$ cat src/fpa_pkg.sv
// Shared constants for the fixed partition allocator: field widths and codes.
`default_nettype none
package fpa_pkg;

  // Payload field widths
  localparam int FUNC_W   = 1;
  localparam int SLOT_W   = 4;
  localparam int AMOUNT_W = 16;

  // Configuration port
  localparam int CFG_IDX_W  = 2;
  localparam int CFG_DATA_W = 5;
  localparam int POLICY_W   = 2;
  localparam int ACTIVE_W   = 5;

  // Configuration register indexes
  localparam logic [CFG_IDX_W-1:0] CFG_POLICY = 2'd0;
  localparam logic [CFG_IDX_W-1:0] CFG_ACTIVE = 2'd1;

  // Reset values of the configuration registers
  localparam logic [POLICY_W-1:0] POLICY_RST = 2'd0;
  localparam logic [ACTIVE_W-1:0] ACTIVE_RST = 5'd16;

  // Allocation policies
  localparam logic [POLICY_W-1:0] POL_FIRST = 2'd0;
  localparam logic [POLICY_W-1:0] POL_BEST  = 2'd1;
  localparam logic [POLICY_W-1:0] POL_WORST = 2'd2;

  // Item functions
  localparam logic [FUNC_W-1:0] FUNC_LOAD  = 1'b0;
  localparam logic [FUNC_W-1:0] FUNC_ALLOC = 1'b1;

endpackage
`default_nettype wire

$ cat src/fpa_ram.sv
// Generic single-write, single-read RAM with registered read data.
`default_nettype none
module fpa_ram #(
  parameter int WIDTH = 16,
  parameter int DEPTH = 16
) (
  input  wire logic                     clk,
  input  wire logic                     we,
  input  wire logic [$clog2(DEPTH)-1:0] waddr,
  input  wire logic [WIDTH-1:0]         wdata,
  input  wire logic [$clog2(DEPTH)-1:0] raddr,
  output logic      [WIDTH-1:0]         rdata
);

  logic [WIDTH-1:0] mem [DEPTH];
  logic [WIDTH-1:0] rdata_r;

  always_ff @(posedge clk) begin
    if (we) begin
      mem[waddr] <= wdata;
    end
    rdata_r <= mem[raddr];
  end

  assign rdata = rdata_r;

endmodule
`default_nettype wire

$ cat src/fixed_partition_allocator.sv
// Fixed partition allocator: top level with scan sequencer and compare unit.
//
// Input channel (in_*): valid/ready beats. func LOAD writes amount as the size of
// partition part_slot and marks it free; it finishes in the accept cycle and
// gives no result. func ALLOC asks for a partition of at least amount.
// Result channel (out_*): one beat per ALLOC with granted, chosen_slot and
// leftover (size minus request); slot and leftover are zero when refused.
// Config port (cfg_*): policy (first/best/worst fit) and active partition count,
// written with cfg_we, by the user only while the block is idle; not enforced.
// An ALLOC scans min(active, NUM_PARTITIONS) entries through one size RAM read
// port and one compare unit, one entry per cycle. in_ready is low from accept
// until the result moves to the output register, so the block takes no new
// beat while an ALLOC is in progress. A LOAD is taken every cycle while idle.
// A finished result sits in the output register; if the receiver stalls, the
// next LOAD is still taken, and a following ALLOC waits in its last step until
// the output register frees up.
// Reset: all partitions read as size zero and free, policy first fit, 16
// active partitions; no clearing pass is needed (per-entry written bits).
`default_nettype none
module fixed_partition_allocator #(
  parameter int NUM_PARTITIONS = 16,
  parameter int SIZE_BITS      = 16
) (
  input  wire logic                          clk,
  input  wire logic                          rst_n,
  // input channel
  input  wire logic                          in_valid,
  output logic                               in_ready,
  input  wire logic [fpa_pkg::FUNC_W-1:0]    in_func,
  input  wire logic [fpa_pkg::SLOT_W-1:0]    in_part_slot,
  input  wire logic [fpa_pkg::AMOUNT_W-1:0]  in_amount,
  // result channel
  output logic                               out_valid,
  input  wire logic                          out_ready,
  output logic                               out_granted,
  output logic      [fpa_pkg::SLOT_W-1:0]    out_chosen_slot,
  output logic      [fpa_pkg::AMOUNT_W-1:0]  out_leftover,
  // configuration
  input  wire logic                          cfg_we,
  input  wire logic [fpa_pkg::CFG_IDX_W-1:0] cfg_idx,
  input  wire logic [fpa_pkg::CFG_DATA_W-1:0] cfg_wdata
);

  localparam int IDX_W = $clog2(NUM_PARTITIONS);
  localparam int LIM_W = IDX_W + 1;
  localparam int CMP_W = (SIZE_BITS > fpa_pkg::AMOUNT_W) ? SIZE_BITS : fpa_pkg::AMOUNT_W;

  localparam logic [1:0] ST_IDLE = 2'd0;
  localparam logic [1:0] ST_SCAN = 2'd1;
  localparam logic [1:0] ST_DONE = 2'd2;

  // control state
  logic [1:0]                     state_r, state_nxt;
  logic [fpa_pkg::POLICY_W-1:0]   policy_r;
  logic [fpa_pkg::ACTIVE_W-1:0]   active_r;
  logic [NUM_PARTITIONS-1:0]      written_r, written_nxt;
  logic [NUM_PARTITIONS-1:0]      used_r, used_nxt;
  logic [LIM_W-1:0]               rd_idx_r, rd_idx_nxt;
  logic                           cmp_vld_r, cmp_vld_nxt;
  logic                           found_r, found_nxt;
  logic                           out_valid_r, out_valid_nxt;

  // datapath registers
  logic [LIM_W-1:0]               limit_r, limit_nxt;
  logic [IDX_W-1:0]               cmp_idx_r, cmp_idx_nxt;
  logic [IDX_W-1:0]               pick_r, pick_nxt;
  logic [SIZE_BITS-1:0]           best_r, best_nxt;
  logic [fpa_pkg::AMOUNT_W-1:0]   req_r, req_nxt;
  logic                           out_granted_r, out_granted_nxt;
  logic [fpa_pkg::SLOT_W-1:0]     out_slot_r, out_slot_nxt;
  logic [fpa_pkg::AMOUNT_W-1:0]   out_left_r, out_left_nxt;

  // size memory signals
  logic                           ram_we;
  logic [IDX_W-1:0]               ram_waddr;
  logic [SIZE_BITS-1:0]           ram_wdata;
  logic [SIZE_BITS-1:0]           ram_rdata;

  // compare unit signals
  logic [SIZE_BITS-1:0]           cur_size;
  logic                           cur_free;
  logic                           fits;
  logic                           take;
  logic                           issue;
  logic                           grant;
  logic                           slot_ok;
  logic [LIM_W-1:0]               lim_calc;
  logic [CMP_W-1:0]               diff;

  fpa_ram #(
    .WIDTH (SIZE_BITS),
    .DEPTH (NUM_PARTITIONS)
  ) u_size_ram (
    .clk   (clk),
    .we    (ram_we),
    .waddr (ram_waddr),
    .wdata (ram_wdata),
    .raddr (rd_idx_r[IDX_W-1:0]),
    .rdata (ram_rdata)
  );

  assign ram_waddr = IDX_W'(in_part_slot);
  assign ram_wdata = SIZE_BITS'(in_amount);
  assign slot_ok   = (32'(in_part_slot) < NUM_PARTITIONS);

  // scan limit saturates at the partition count
  assign lim_calc = (32'(active_r) > NUM_PARTITIONS) ? LIM_W'(NUM_PARTITIONS)
                                                     : LIM_W'(active_r);

  // compare unit: one entry per cycle against the request and the best so far
  assign cur_size = written_r[cmp_idx_r] ? ram_rdata : '0;
  assign cur_free = !used_r[cmp_idx_r];
  assign fits     = (CMP_W'(cur_size) >= CMP_W'(req_r));

  always_comb begin
    case (policy_r)
      fpa_pkg::POL_FIRST: take = cur_free && fits && !found_r;
      fpa_pkg::POL_BEST:  take = cur_free && fits && (!found_r || (cur_size < best_r));
      fpa_pkg::POL_WORST: take = cur_free && (!found_r || (cur_size > best_r));
      default:            take = 1'b0;
    endcase
  end

  assign issue = (rd_idx_r < limit_r);
  assign grant = found_r && (CMP_W'(best_r) >= CMP_W'(req_r));
  assign diff  = CMP_W'(best_r) - CMP_W'(req_r);

  // sequencer
  always_comb begin
    state_nxt       = state_r;
    written_nxt     = written_r;
    used_nxt        = used_r;
    rd_idx_nxt      = rd_idx_r;
    cmp_vld_nxt     = cmp_vld_r;
    cmp_idx_nxt     = cmp_idx_r;
    found_nxt       = found_r;
    pick_nxt        = pick_r;
    best_nxt        = best_r;
    req_nxt         = req_r;
    limit_nxt       = limit_r;
    out_granted_nxt = out_granted_r;
    out_slot_nxt    = out_slot_r;
    out_left_nxt    = out_left_r;
    out_valid_nxt   = out_valid_r;
    ram_we          = 1'b0;

    // result beat taken
    if (out_valid_r && out_ready) begin
      out_valid_nxt = 1'b0;
    end

    case (state_r)
      ST_IDLE: begin
        if (in_valid) begin
          if (in_func == fpa_pkg::FUNC_LOAD) begin
            if (slot_ok) begin
              ram_we                 = 1'b1;
              written_nxt[ram_waddr] = 1'b1;
              used_nxt[ram_waddr]    = 1'b0;
            end
          end else begin
            req_nxt     = in_amount;
            limit_nxt   = lim_calc;
            rd_idx_nxt  = '0;
            cmp_vld_nxt = 1'b0;
            found_nxt   = 1'b0;
            state_nxt   = ST_SCAN;
          end
        end
      end
      ST_SCAN: begin
        // read issue stage
        if (issue) begin
          rd_idx_nxt = rd_idx_r + LIM_W'(1);
        end
        cmp_vld_nxt = issue;
        cmp_idx_nxt = rd_idx_r[IDX_W-1:0];
        // compare stage
        if (cmp_vld_r && take) begin
          found_nxt = 1'b1;
          pick_nxt  = cmp_idx_r;
          best_nxt  = cur_size;
        end
        if (!issue && !cmp_vld_r) begin
          state_nxt = ST_DONE;
        end
      end
      ST_DONE: begin
        if (!out_valid_r || out_ready) begin
          out_valid_nxt   = 1'b1;
          out_granted_nxt = grant;
          out_slot_nxt    = grant ? fpa_pkg::SLOT_W'(pick_r) : '0;
          out_left_nxt    = grant ? fpa_pkg::AMOUNT_W'(diff) : '0;
          if (grant) begin
            used_nxt[pick_r] = 1'b1;
          end
          state_nxt = ST_IDLE;
        end
      end
      default: begin
        state_nxt = ST_IDLE;
      end
    endcase
  end

  // control registers
  always_ff @(posedge clk) begin
    if (!rst_n) begin
      state_r     <= ST_IDLE;
      written_r   <= '0;
      used_r      <= '0;
      rd_idx_r    <= '0;
      cmp_vld_r   <= 1'b0;
      found_r     <= 1'b0;
      out_valid_r <= 1'b0;
      policy_r    <= fpa_pkg::POLICY_RST;
      active_r    <= fpa_pkg::ACTIVE_RST;
    end else begin
      state_r     <= state_nxt;
      written_r   <= written_nxt;
      used_r      <= used_nxt;
      rd_idx_r    <= rd_idx_nxt;
      cmp_vld_r   <= cmp_vld_nxt;
      found_r     <= found_nxt;
      out_valid_r <= out_valid_nxt;
      if (cfg_we) begin
        case (cfg_idx)
          fpa_pkg::CFG_POLICY: policy_r <= cfg_wdata[fpa_pkg::POLICY_W-1:0];
          fpa_pkg::CFG_ACTIVE: active_r <= cfg_wdata[fpa_pkg::ACTIVE_W-1:0];
          default: ;
        endcase
      end
    end
  end

  // datapath registers
  always_ff @(posedge clk) begin
    limit_r       <= limit_nxt;
    cmp_idx_r     <= cmp_idx_nxt;
    pick_r        <= pick_nxt;
    best_r        <= best_nxt;
    req_r         <= req_nxt;
    out_granted_r <= out_granted_nxt;
    out_slot_r    <= out_slot_nxt;
    out_left_r    <= out_left_nxt;
  end

  assign in_ready        = (state_r == ST_IDLE);
  assign out_valid       = out_valid_r;
  assign out_granted     = out_granted_r;
  assign out_chosen_slot = out_slot_r;
  assign out_leftover    = out_left_r;

endmodule
`default_nettype wire

$ cat config.mk
export PLATFORM = sky130hd
export DESIGN_NAME = fixed_partition_allocator
export DESIGN_NICKNAME = d
export VERILOG_FILES = /design/src/fpa_pkg.sv /design/src/fpa_ram.sv /design/src/fixed_partition_allocator.sv
export SDC_FILE = /design/constraint.sdc
export NUM_CORES = 1
export LEC_CHECK = 0
export ABC_CLOCK_PERIOD_IN_PS = 5700
export BUFFER_PORTS_ARGS = -buffer_cell sky130_fd_sc_hd__clkbuf_2
export CAP_MARGIN = 20
export CORE_ASPECT_RATIO = 1.25
export CORE_MARGIN = 4
export CORE_UTILIZATION = 25
export DETAILED_ROUTE_END_ITERATION = 7
export SLEW_MARGIN = 25
export SYNTH_ARGS = -nofsm -noshare
export SYNTH_HDL_FRONTEND = slang
export SYNTH_SLANG_ARGS = --single-unit
$ cat constraint.sdc
create_clock -name clk -period 5.7 [get_ports clk]
set_input_delay 0.855 -clock clk [delete_from_list [all_inputs] [get_ports clk]]
set_output_delay 0.855 -clock clk [all_outputs]
set_load 0.01 [all_outputs]
-- Word level (Yosys, flattened, before mapping)
Memory sizes are Yosys's and may differ from the RTL's. A register that Yosys moved wholly into a read port is not among the register bits.
Cells that the tools add are included.
- bitwise operators: 5
- equal/unequal tests: 13
- multiplexer cells: 37
- reductions and logical operators: 34
- add/subtract/negate cells: 2
- magnitude comparators: 11
- operator list (operator ; number):
    $mux W16 ; 5
    $ge A16 B16 Y1 ; 2
    $or A16 B16 Y16 ; 2
    $pmux W16 S2 ; 1
    $and A16 B16 Y16 ; 1
    $gt A16 B16 Y1 ; 1
    $lt A16 B16 Y1 ; 1
    $not A16 Y16 ; 1
    $sub A16 B16 Y16 ; 1
    $lt A4 B5 Y1 const B ; 3
    $mux W1 ; 15
    $mux W5 ; 3
    $ne A2 B2 Y1 const B ; 7
    $reduce_and A4 Y1 ; 3
    $logic_and A1 B1 Y1 ; 10
    $pmux W5 S2 ; 1
    $reduce_and A3 Y1 ; 3
    $bmux W1 S4 ; 2
    $demux W1 S4 ; 2
    $ge A4 B1 Y1 const B ; 2
    $mux W2 ; 4
    $reduce_and A2 Y1 ; 4
    $eq A2 B1 Y1 const B ; 3
    $logic_not A2 Y1 ; 3
    other kinds (13) ; 22
- output and inout bits: 23
- bits of input ports: 33
- register bits after elaboration: 115
- word-level logic and storage cells: 120
- RAM bits: 256
- memories kept: 1
- memory list (memory ; depth ; width ; read ports ; clocked after Yosys merged registers in ; write ports ; RTL line ; text):
    u_size_ram.mem ; 16 ; 16 ; 1 ; 1 ; 1 ; fpa_ram.sv:15 ; logic [WIDTH-1:0] mem [DEPTH];

-- Depth between registers and ports, before layout
Gate-level depths: netlist of the first run.
- depth in word-level cells: 10
- depth in mapped cells: 16
- mapped depth without buffers: 14

-- Cells and area by module
Synthesis of the first run repeated with hierarchy kept, for this count alone.
- cells, all modules: 985
- area, all modules: 16150.5 sq um
- by module, submodules not included (module ; cells an instance ; area an instance (sq um) ; instances ; sequential area each (sq um)):
    fpa_ram ; 432 ; 10043.4 ; 1 ; 8007.7
    fixed_partition_allocator ; 553 ; 6107.1 ; 1 ; 2962.8

-- Worst setup path before layout of the first run
OpenSTA, ideal clock, no wires.
- kind: register to register
- start: register cmp_idx_r[2]
- end: register best_r[0] (enable)
- stages on the path, launching flop included: 16
- arrival: 4.281 ns
- buffers on the path: 2
- data required time: 5.291 ns
- path slack: 1.010 ns
- cells stage by stage: edfxtp_1 buf_6 mux2_1 o22ai_2 o21ai_4 clkbuf_1 and3_1 ha_1 o21a_1 nor3_1 nor4_1 nand3_1 a211oi_1 o31ai_1 or4_1 a31oi_1
- cells in the longest elaborated chain, start to end: 9
- elaborated cells on any way between the ends: 18
- classes of those cells: order compare: 3; mux: 6; reduce/logical: 9
- ends and longest elaborated chain (item ; RTL line ; text):
    start, declared ; fixed_partition_allocator.sv:65 ; logic [IDX_W-1:0] cmp_idx_r, cmp_idx_nxt;
    start signal, assigned ; fixed_partition_allocator.sv:239 ; cmp_idx_r <= cmp_idx_nxt;
    $bmux W1 S4 * ; fixed_partition_allocator.sv:111 ; assign cur_size = written_r[cmp_idx_r] ? ram_rdata : '0;
    $mux W1 (implied by the code) * ; fixed_partition_allocator.sv:111 ;
    $mux W16 * ; fixed_partition_allocator.sv:111 ;
    named net cur_size[6] ; fixed_partition_allocator.sv:80 ; logic [SIZE_BITS-1:0] cur_size;
    $gt A16 B16 Y1 (tied with other cells) ; fixed_partition_allocator.sv:119 ; fpa_pkg::POL_WORST: take = cur_free && (!found_r || (cur_size > best_r));
    $logic_or A1 B1 Y1 (tied with other cells) ; fixed_partition_allocator.sv:119 ;
    $logic_and A1 B1 Y1, on equally long branches ; fixed_partition_allocator.sv:119, fixed_partition_allocator.sv:117, fixed_partition_allocator.sv:118 ;
    $pmux W1 S3 * ; fixed_partition_allocator.sv:116 ; case (policy_r)
    $logic_and A1 B1 Y1 * ; fixed_partition_allocator.sv:179 ; if (cmp_vld_r && take) begin
    $reduce_and A2 Y1 (no line) * ; - ;
    end signal, assigned ; fixed_partition_allocator.sv:241 ; best_r <= best_nxt;
    end, declared ; fixed_partition_allocator.sv:67 ; logic [SIZE_BITS-1:0] best_r, best_nxt;
The timed path passes the listed nets; every way through them passes the cells marked *. The select of a mux whose other input is x is not followed.
A chain may end at the register's enable or synchronous reset.

-- Worst setup path in the final report of the first run
- start: register cmp_idx_r[2]
- end: register best_r[11] (enable)
The elaborated chain is that of the path after synthesis.

==> results.md, run 1 <==
* Async SR Flop Fraction at 0%
* Hold crit path type: register to register
* Max_cap viols at 0
* Nets at between 1000 and 1500
* Post-synthesis adder-cell area fraction at 4.19%
* Slowest CP cell: edfxtp_1
* CP endpoint kind: register
* GRT Resource Usage Total at around a tenth
* Busiest grt layer: met2
* # DRC at 0
* Hold Vio Cnt, Final at 0
* Commonest non-fill, non-tap cell in the layout: edfxtp_1
* HP Start: written_r[15]
* Tmin final at around 4.2 ns
* Compound-Gate Fraction of Synth Area at ~5.1%
* CP Class: register to register
* Yosys reg bits at approximately 390
* Initial antenna violation count at 4
* Sequential share of power at 52.4%
* First-pass iteration count of the detailed router at 4
* PostCTS Resize Cnt at 0
* Pwr dens at 318 nW/um^2
* Area grow syn2layout at 16.9%
* Setup Buffers After CTS at 0
* Simple-gate share of the synthesized area at under 10%
* Multi-input logic area at between 4000 and 5000 sq um
* Num CTS Buffers at 38
* Leakage at between 6 and 7 nW
* Synth area leader: edfxtp_1
* Synth Area in XOR/XNOR at less than 1%
* Core area at 63100 sq um
* Top cell type's share of synthesized area at between 60% and 70%
* Setup TNS at 0 ns
* Layout fillers at ~6300
* Detailed placement HPWL at roughly 23 mm
* Global route overflow at 0
* Fin cells at approximately 1900
* Register area at around 11000 sq um
* Starting density of the core at about a quarter
* Crit path max fanout at 20
* Switch Pwr at 1.23 mW
* First-pass GRT wire length at between 50 and 60 mm
* Pint at 4.71 mW
* Combinational power share at approximately 4.5%
* CTS max path bufs at 3
* Avg WL per Cell at approximately 19 um
* Vias at roughly 8400
* RSZ-0062 raised after global routing: no
* CTS tree: built
* Fmax at 239 MHz
* Worst-margin pin slew at 1.00 ns
* CTS Root Cell: clkbuf_16
* Clock network power share at roughly 43%
* Vias in the first global route at roughly 9000
* Status: completed
* Synthesized cell area at ~16000 sq um
* Seq/Total Area, Yosys at between 60% and 70%
* Clock Latency Late Sink at 0.54 ns
* Routability cong. at 0.774
* CP startpoint kind: register
* Period utilization at between 70% and 80%
* Final setup violating endpoints at 0
* Post-Route WL at 36.4 mm
* Synth area leaders: edfxtp_1 (61%), mux4_2 (12%), dfxtp_1 (8.2%), ha_1 (4.0%), inv_1 (1.3%)
* Die Y at between 200 and 300 um
* Syn avg cell area at approximately 17 sq um
* Slew HR at between 30% and 40%
* Arrival time worst endpoint at about 4.4 ns
* H-tree levels at 2
* Die area at just under 70000 sq um
* Hold-fix buffers, CTS at 0
* Setup Skew at between 0.01 and 0.015 ns
* GRT met3 Usage at 1.88%
* Area of placed instances at around 17000 sq um
* Largest net degree at the start of global routing at slightly below 70
* Port bufs at 55
* Critical Path RT at just under 6 ns
* Final Cell Area at about 19000 sq um
* Largest family of logic cells by synthesized area: multiplexers
* Distinct cells, synth at between 60 and 70
* Reg2reg start: cmp_idx_r[2]
* Remaining antenna violation count at 0
* Tot Pwr at between 5 and 6 mW
* CP Cell Sequence: mux2_1 > o22ai_2 > o21ai_4 > and3_1 > ha_1 > o21a_1 > nor3_1 > nor4_1 > nand3_1 > a211oi_1 > o31ai_1 > or4_1 > a31oi_2 > buf_4
* Synth Warn # at 0
* Sink Count at approximately 390
* Syn Inst Count at approximately 940
* Via density at between 4 and 5
* Die X at between 200 and 250 um
* GR Layer Usage met2 at between 10% and 20%
* Iteration-0 DRC Markers at between 500 and 600
* Ratio of cells with drive above 1 in the final layout at 23.4%
* Critical path origin: cmp_idx_r[2]
* M1 GR Usage at 13.1%
* Switching share of power at ~21%
* Final Max Slew Viols at 0
* Post-Place Cells at approximately 1800
* Commonest register cell after synthesis: edfxtp_1
* Multiplexer area fraction after synthesis at about an eighth
* Crit-path max cell delay at ~0.62 ns
* Clock slew at reported path FFs at about 0.060 ns
* Number of synthesized flops with an enable pin at roughly 320
* IO Pins at 56
* Post-Syn Nets at around 1000
* Rows at roughly 100
* Final Util at between 20% and 30%
* Most frequent cells in the layout: edfxtp_1 (322), mux4_2 (84), dfxtp_1 (63), inv_1 (56), clkbuf_2 (55)
* Worst vdd ir at 0.000183 V
-- cells by family (layout without fill, tap and decap cells) --
kind of cell               count (synthesis)  after routing
xor gates and xnor gates                  11             11
and+or+nand+nor                          186            186
other                                      0              2
buffers and inverters                     91            195
muxes                                    101            101
AOI/OAI and AO/OA                        115            115
adders and majority gates                 53             53
DFF                                      387            387
-- state kept, by name, summed over array words and instances, names as in the netlist --
name / cells
u_size_ram.mem: 256
rd_idx_r: 5
active_r: 5
out_leftover: 16
policy_r: 2
pick_r: 4
limit_r: 5
found_r: 1
out_granted: 1
cmp_vld_r: 1
used_r: 16
best_r: 16
written_r: 16
state_r: 2
u_size_ram.rdata: 16
out_chosen_slot: 4
out_valid: 1
req_r: 16
cmp_idx_r: 4
-- Yosys cell counts, types with 5 or more instances --
library cell  instances
a21o_1                7
xor2_1                5
nand3_1              16
xnor2_1               6
clkbuf_1             23
ha_1                 51
nor2_1               41
edfxtp_1            322
and3_1               19
mux2i_1              12
nor3_1               13
buf_2                 5
nand4_1              10
o21ai_0              15
nor2b_1              18
nand2_1              33
inv_1                57
mux4_2               84
a21oi_1              22
o22ai_1              13
dfxtp_1              65
o211ai_1              5
o21a_1               20
nand2b_1             15
-- critical path: cells and delay by family (launching register included) --
kind	cells	cell delay (ns)
AOI/OAI and AO/OA	6	1.01
muxes	1	0.38
buffers and inverters	1	0.30
adders and majority gates	1	0.29
and+or+nand+nor	5	1.26
DFF	1	0.62
-- stage by stage --
stage	worst slack, ns	hold WS (ns)
after floorplan	1.01	0.421
after global placement	1.62	0.454
after detailed placement	1.51	0.454
after CTS	1.49	0.472
after global routing	1.24	0.486
final	1.51	0.468
-- routing by layer --
metal	part of all wire, %	vias to the layer above
met5	0.074	-
met4	2.4	4
met3	4.2	60
met2	52	157
met1	41	4303
li1	-	3854
-- power groups by stage --
stage	clock (mW)	sequential, mW	combinational (mW)
finish	2.56	3.11	0.267
global route	2.74	3.11	0.297
CTS	2.62	3.11	0.272
detailed placement	0	3.17	0.271
global placement	0	3.18	0.252
floorplan	0	3.16	0.179
-- worst paths after layout --
kind,to,slack (ns),cells after the start
worst max register to register,best_r[11],1.51,14
worst max-delay path,best_r[11],1.51,14
worst min-delay path,written_r[15],0.47,1
worst min register to register,written_r[15],0.47,1
-- layout make-up --
type / instances / share of cell area, %
inverter: 58 / 1.19
antenna: 2 / 0.0268
clock inverter: 15 / 0.865
sequential: 387 / 58.8
clock buffer: 55 / 6.00
tap: 840 / 5.64
timing repair buffer: 67 / 2.09
multi-input combinational: 466 / 25.3
(Power assumes the default switching activity.)
==> run 2: changes to the inputs <==
ABC_CLOCK_PERIOD_IN_PS = 4300   (was 5700)
clock period = 4.3 ns   (was 5.7 ns; I/O delays follow)
==> run 2 against run 1 <==
Sequential cell count is the same. Combinational power grew 33%. Design area grew 0.43%. Final cell count grew 0.26%. Worst setup slack lost 1.3 ns. Critical path type unchanged. Largest cell class unchanged.
==> results.md, run 2 (synthesis results as in run 1) <==
* CP startpoint kind: register
* Max_cap viols at 0 (unchanged)
* Largest register FFs at 256 (unchanged)
* Final setup violating endpoints at 0 (unchanged)
* Iteration-0 DRC Markers at 636 (+18%)
* IO Pins at 56 (unchanged)
* Multi-input logic area at 4730 sq um (+0.11%)
* N_diodes at 0 (-2)
* Ratio of cells with drive above 1 in the final layout at 23.6% (+0.22 points)
* R2R cell count at 16 (+2)
* Most frequent cells in the layout: edfxtp_1 (322), mux4_2 (84), dfxtp_1 (63), inv_1 (56), clkbuf_2 (56)
* Layout fillers at 6230 (-0.48%)
* Crit path max fanout at 20 (unchanged)
* Fmax at 243 MHz (+1.8%)
* Commonest non-fill, non-tap cell in the layout: edfxtp_1
* Worst hold path depth at 3 (+2)
* Remaining antenna violation count at 0 (unchanged)
* Hold slack at 0.341 ns (-0.127 ns)
* Switching share of power at 20.5% (-0.18 points)
* Clock network power share at 43.5% (+0.4 points)
* Clock Latency Late Sink at 0.53 ns (about the same)
* Die Y at 290 um (unchanged)
* Num CTS Buffers at 39 (+2.6%)
* Sequential share of power at 52.0% (-0.4 points)
* Detailed placement HPWL at 23.0 mm (+0.84%)
* Leakage at 6.36 nW (+0.87%)
* Slew HR at 41.2% (+8.2 points)
* CP Class: register to register
* CTS Root Cell: clkbuf_16
* CTS max path bufs at 3 (unchanged)
* WHS Endpoint: active_r[4]
* Via density at 4.43 (about the same)
* Critical Path RT at 4.53 ns (-1.38 ns)
* Pwr dens at 424 nW/um^2 (+33%)
* Final Max Slew Viols at 0 (unchanged)
* First-pass GRT wire length at 55.6 mm (+0.90%)
* Vias at 8403 (+0.30%)
* Clock slew at reported path FFs at 0.06 ns (about the same)
* Avg WL per Cell at 19.5 um (+1.2%)
* First-pass iteration count of the detailed router at 5 (+1)
* # DRC at 0 (unchanged)
* Die area at 67900 sq um (unchanged)
* Tot Pwr at 7.93 mW (+34%)
* Reg2reg start: cmp_idx_r[2]
* Port bufs at 55 (unchanged)
* Combinational power share at 4.5% (about the same)
* Worst-margin pin slew at 0.879 ns (-0.125 ns)
* Arrival time worst endpoint at 4.34 ns (-0.06 ns)
* CTS tree: built
* Switch Pwr at 1.63 mW (+32%)
* CP endpoint kind: register
* H-tree levels at 2 (unchanged)
* Worst R2R End: best_r[4]
* Worst vdd ir at 0.000278 V (+52%)
* Post-Route WL at 36.9 mm (+1.5%)
* GRT Resource Usage Total at 10.8% (+0.085 points)
* Pint at 6.30 mW (+34%)
* Hold-fix buffers, CTS at 0 (unchanged)
* Status: completed
* Die X at 234 um (unchanged)
* Final Util at 29.7% (+0.13 points)
* Routability cong. at 0.802 (+3.6%)
* Largest Register: u_size_ram.mem
* Starting density of the core at 25.3% (unchanged)
* Hold crit path type: primary input to register
* Largest net degree at the start of global routing at 55 (-20%)
* Rows at 103 (unchanged)
* Sink Count at 387 (unchanged)
* R2R Setup Slk at 0.19 ns (-1.33 ns)
* Initial antenna violation count at 0 (-4)
* HP Start: cfg_wdata[4]
* Hold Vio Cnt, Final at 0 (unchanged)
* Tmin final at 4.11 ns (-0.0740 ns)
* Setup Skew at 0.0139 ns (+0.00125 ns)
* Period utilization at 95.7% (+22 points)
* Nets at 1111 (+0.73%)
* Setup TNS at 0 ns (unchanged)
* Global route overflow at 0 (unchanged)
* Core area at 63100 sq um (unchanged)
* Register area at 11000 sq um (unchanged)
* Vias in the first global route at 8932 (+2.1%)
* Area grow syn2layout at 17.4%
-- run 2: cell type report --
type                    instances  area share (%)
well taps                     840            5.61
multi-input cells             466            25.3
clock buffers                  50            5.71
clock inverters                20            1.17
inverters                      58            1.19
flip-flops and latches        387            58.6
repair buffers                 74            2.46
-- run 2: repair_timing --
item	in CTS	in global routing
resized for setup	0	0
setup endpoints to repair	0	20
buffers inserted	0	5
-- run 2: stage by stage --
stage,area (sq um),std cells,setup WS (ns)
2_1_floorplan,16000,944,0.0631
3_3_place_gp,17400,1819,0.264
3_5_place_dp,17400,1819,0.155
4_1_cts,18700,1889,0.140
5_1_grt,18700,1895,-0.00168
6_report,18700,1895,0.187
-- run 2: worst max path at each step --
stage                             from        end  slack, ns  depth (start not counted)
after CTS                 cmp_idx_r[2]  best_r[4]       0.14                         14
final                     cmp_idx_r[2]  best_r[4]       0.19                         16
after global routing      cmp_idx_r[2]  best_r[6]     -0.002                         16
after detailed placement  cmp_idx_r[2]  pick_r[0]       0.15                         14
after floorplan           cmp_idx_r[2]  best_r[0]       0.06                         15
after global placement    cmp_idx_r[2]  pick_r[1]       0.26                         14
-- run 2: power groups by stage --
stage	Combinational, mW	Clock [mW]	Sequential (mW)
after global routing	0.394	3.67	4.13
after detailed placement	0.352	0	4.21
after floorplan	0.238	0	4.19
after CTS	0.353	3.51	4.13
final	0.356	3.45	4.13
after global placement	0.343	0	4.21
-- run 2: per-layer routing --
metal / track usage [%] / wire length, um / up-vias
met3: 2.32 / 1790 / 57
met1: 13.1 / 15000 / 4294
met4: 2.67 / 808 / 0
met5: 0 / 0 / -
li1: - / - / 3872
met2: 19.3 / 19300 / 180
-- run 2: critical path: stages, from the launching register on --
cell	delay, ns
edfxtp_1	0.39
buf_4	0.18
buf_4	0.13
mux2i_1	0.11
a22o_1	0.23
o21ai_4	0.33
and3_1	0.28
ha_1	0.19
o21a_1	0.13
nor3_1	0.05
nor4_1	0.39
nand3_1	0.16
a211oi_1	0.25
o31ai_1	0.11
or4_1	0.43
a31oi_2	0.24
buf_12	0.21
==> run 3: changes to the inputs <==
ABC_AREA = 1   (was not set)
SETUP_SLACK_MARGIN = 0.2   (was not set)
==> run 3 against run 2 <==
Combinational power increased by 43%. Wire length up 11%. Synthesized cell count increased by 58%. Maximum frequency grew 7.7%. Synthesized area increased by 4.7%. Design area rose by 2.9%. Die area increased by 4.5%. Critical path type unchanged. Largest power group unchanged.
==> results.md, run 3 <==
* Arrival time worst endpoint at 4.06 ns (-0.28 ns)
* Hold Vio Cnt, Final at 0 (unchanged)
* Slew HR at 31.1% (-10 points)
* H-tree levels at 2 (unchanged)
* Pwr dens at 401 nW/um^2 (-5.3%)
* Max_cap viols at 0 (unchanged)
* Detailed placement HPWL at 26.7 mm (+16%)
* Iteration-0 DRC Markers at 1040 (+64%)
* First-pass GRT wire length at 63.1 mm (+14%)
* # DRC at 0 (unchanged)
* Number of synthesized flops with an enable pin at 322 (unchanged)
* CTS tree: built
* Synth area leaders: edfxtp_1 (58%), dfxtp_1 (7.8%), nor2_1 (6.6%), ha_1 (3.8%), o21ai_0 (3.8%)
* Tmin final at 3.82 ns (-0.294 ns)
* Multi-input logic area at 4920 sq um (+4.1%)
* Largest register FFs at 256 (unchanged)
* Async SR Flop Fraction at 0% (unchanged)
* CTS max path bufs at 3 (unchanged)
* Syn avg cell area at 11.2 sq um (-34%)
* Die area at 71000 sq um (+4.5%)
* Status: completed
* Hold slack at 0.383 ns (+0.0421 ns)
* Largest net degree at the start of global routing at 70 (+27%)
* Area grow syn2layout at 15.5%
* Port bufs at 55 (unchanged)
* Seq/Total Area, Yosys at 65.7% (-3.1 points)
* Fmax at 262 MHz (+7.7%)
* Yosys reg bits at 387 (unchanged)
* Global route overflow at 0 (unchanged)
* Hold crit path type: primary input to register
* Via density at 4.60 (+3.8%)
* Critical Path RT at 4.54 ns (about the same)
* Ratio of cells with drive above 1 in the final layout at 12.2% (-11 points)
* First-pass iteration count of the detailed router at 5 (unchanged)
* Post-Route WL at 41.0 mm (+11%)
* GRT Resource Usage Total at 11.2% (+0.46 points)
* Final setup violating endpoints at 0 (unchanged)
* Commonest register cell after synthesis: edfxtp_1
* Register area at 11000 sq um (about the same)
* RSZ-0062 raised after global routing: no
* Synthesized cell area at 16700 sq um (+4.7%)
* Period utilization at 88.8% (-6.8 points)
* CP Class: register to register
* CP endpoint kind: register
* Hold-fix buffers, CTS at 0 (unchanged)
* Top cell type's share of synthesized area at 57.9% (-2.7 points)
* Post-Syn Nets at 1572 (+53%)
* Worst vdd ir at 0.000228 V (-18%)
* Initial antenna violation count at 7 (+7)
* Layout fillers at 6698 (+7.5%)
* Commonest non-fill, non-tap cell in the layout: edfxtp_1
* Vias at 11300 (+34%)
* Die X at 239 um (+2.2%)
* CTS Root Cell: clkbuf_16
* Setup Skew at 0.0174 ns (+0.00349 ns)
* Tot Pwr at 7.73 mW (-2.5%)
* Num CTS Buffers at 37 (-5.1%)
* Vias in the first global route at 11200 (+25%)
* Rows at 105 (+1.9%)
* Avg WL per Cell at 16.8 um (-14%)
* Final Util at 29.2% (-0.43 points)
* Final Max Slew Viols at 0 (unchanged)
* Largest Register: u_size_ram.mem
* Sink Count at 387 (unchanged)
* Routability cong. at 0.817 (+1.9%)
* Pre-CTS setup slack at 0.139 ns (-0.0155 ns)
* Remaining antenna violation count at 0 (unchanged)
* Leakage at 6.85 nW (+7.7%)
* Worst-margin pin slew at 1.03 ns (+0.154 ns)
* Distinct cells, synth at 49 (-26%)
* Nets at 1642 (+48%)
* Setup TNS at 0 ns (unchanged)
* CP startpoint kind: register
* Clock Latency Late Sink at 0.53 ns (about the same)
* Top cells by instance count after synthesis: edfxtp_1 (322), nor2_1 (295), inv_1 (150)
* Crit path max fanout at 16 (-20%)
* Starting density of the core at 25.3% (+0.057 points)
* Top-count cell post-synth: edfxtp_1
* Synth Warn # at 0 (unchanged)
* Worst setup margin at 0.481 ns (+0.294 ns)
* Die Y at 297 um (+2.2%)
* IO Pins at 56 (unchanged)
* Syn Inst Count at 1487 (+58%)
* Most frequent cells in the layout: edfxtp_1 (322), nor2_1 (277), inv_1 (149), nand2_1 (127), o21ai_0 (126)
* Clock slew at reported path FFs at 0.06 ns (about the same)
* Synth area leader: edfxtp_1
* Core area at 66000 sq um (+4.4%)
==> run 3: changes by cell type after synthesis, sizes merged, moves of 18 or more <==
cell    delta
a21oi     +22
and3      -18
clkbuf    +27
inv       +96
mux4      -84
nand2    +104
nand3     +46
nor2     +254
nor2b     -18
o21a      -19
o21ai    +116
o221ai    +26
o32ai     +40
==> run 3: per-stage QoR <==
step	cells	instance area, sq um
finish	2445	19300
global route	2443	19300
CTS	2435	19200
detailed placement	2368	18100
global placement	2368	18100
floorplan	1487	16700
==> run 3: final cells by class <==
type | count | area share, %
multi-input cells | 882 | 25.5
flip-flops and latches | 387 | 57.0
diodes | 4 | 0.0519
repair buffers | 92 | 2.92
clock buffers | 50 | 5.16
well taps | 856 | 5.56
inverters | 157 | 3.12
clock inverters | 17 | 0.695
==> run 3: metal layers <==
| metal | vias to the layer above | track usage [%] | part of all wire, % |
|---|---|---|---|
| li1 | 5386 | - | - |
| met5 | - | 0 | 0.083 |
| met1 | 5434 | 13.8 | 41 |
| met3 | 111 | 1.93 | 5.1 |
| met4 | 6 | 5.54 | 5.1 |
| met2 | 320 | 19.0 | 49 |
==> run 3: cells by family after synthesis <==
family | after synthesis | synth area share, %
muxes | 24 | 1.44
DFF | 387 | 65.7
adders and majority gates | 52 | 3.94
xor gates and xnor gates | 8 | 0.420
and+or+nand+nor | 518 | 12.9
AOI/OAI and AO/OA | 280 | 10.4
buffers and inverters | 218 | 5.19
==> run 3: critical path, stage by stage, from the launching register on <==
cell        delay (ns)
edfxtp_1          0.44
buf_2             0.21
o21ai_1           0.14
nand2_1           0.06
nand3_1           0.07
nand3_2           0.09
nand2_4           0.12
clkinvlp_4        0.19
nor2_1            0.25
ha_1              0.21
nand2_1           0.06
nor2_1            0.18
nand2_1           0.09
nor4_2            0.28
nor3b_2           0.33
nand2_1           0.11
nand2_1           0.07
nand2_1           0.05
nand2_1           0.05
nand2_1           0.05
nand2_1           0.07
nand3_1           0.10
inv_1             0.14
buf_12            0.16
==> run 3: where the power goes <==
| group | leakage (nW) | internal (mW) | switching (mW) |
|---|---|---|---|
| sequential | 3.45 | 4.12 | 0.0357 |
| combinational | 2.86 | 0.161 | 0.348 |
| clock | 0.545 | 1.70 | 1.37 |
==> run 3: final timing paths <==
check | from | end | slack (ns) | cells after the start
min reg2reg | written_r[9] | written_r[9] | 0.47 | 2
max reg2reg | cmp_idx_r[0] | best_r[8] | 0.48 | 23
min | cfg_wdata[4] | active_r[4] | 0.38 | 3
max | cmp_idx_r[0] | best_r[8] | 0.48 | 23
==> run 3: repair_timing <==
item | CTS | global route
buffers inserted | 0 | 6
setup endpoints to repair | 20 | 21
resized for setup | 1 | 3
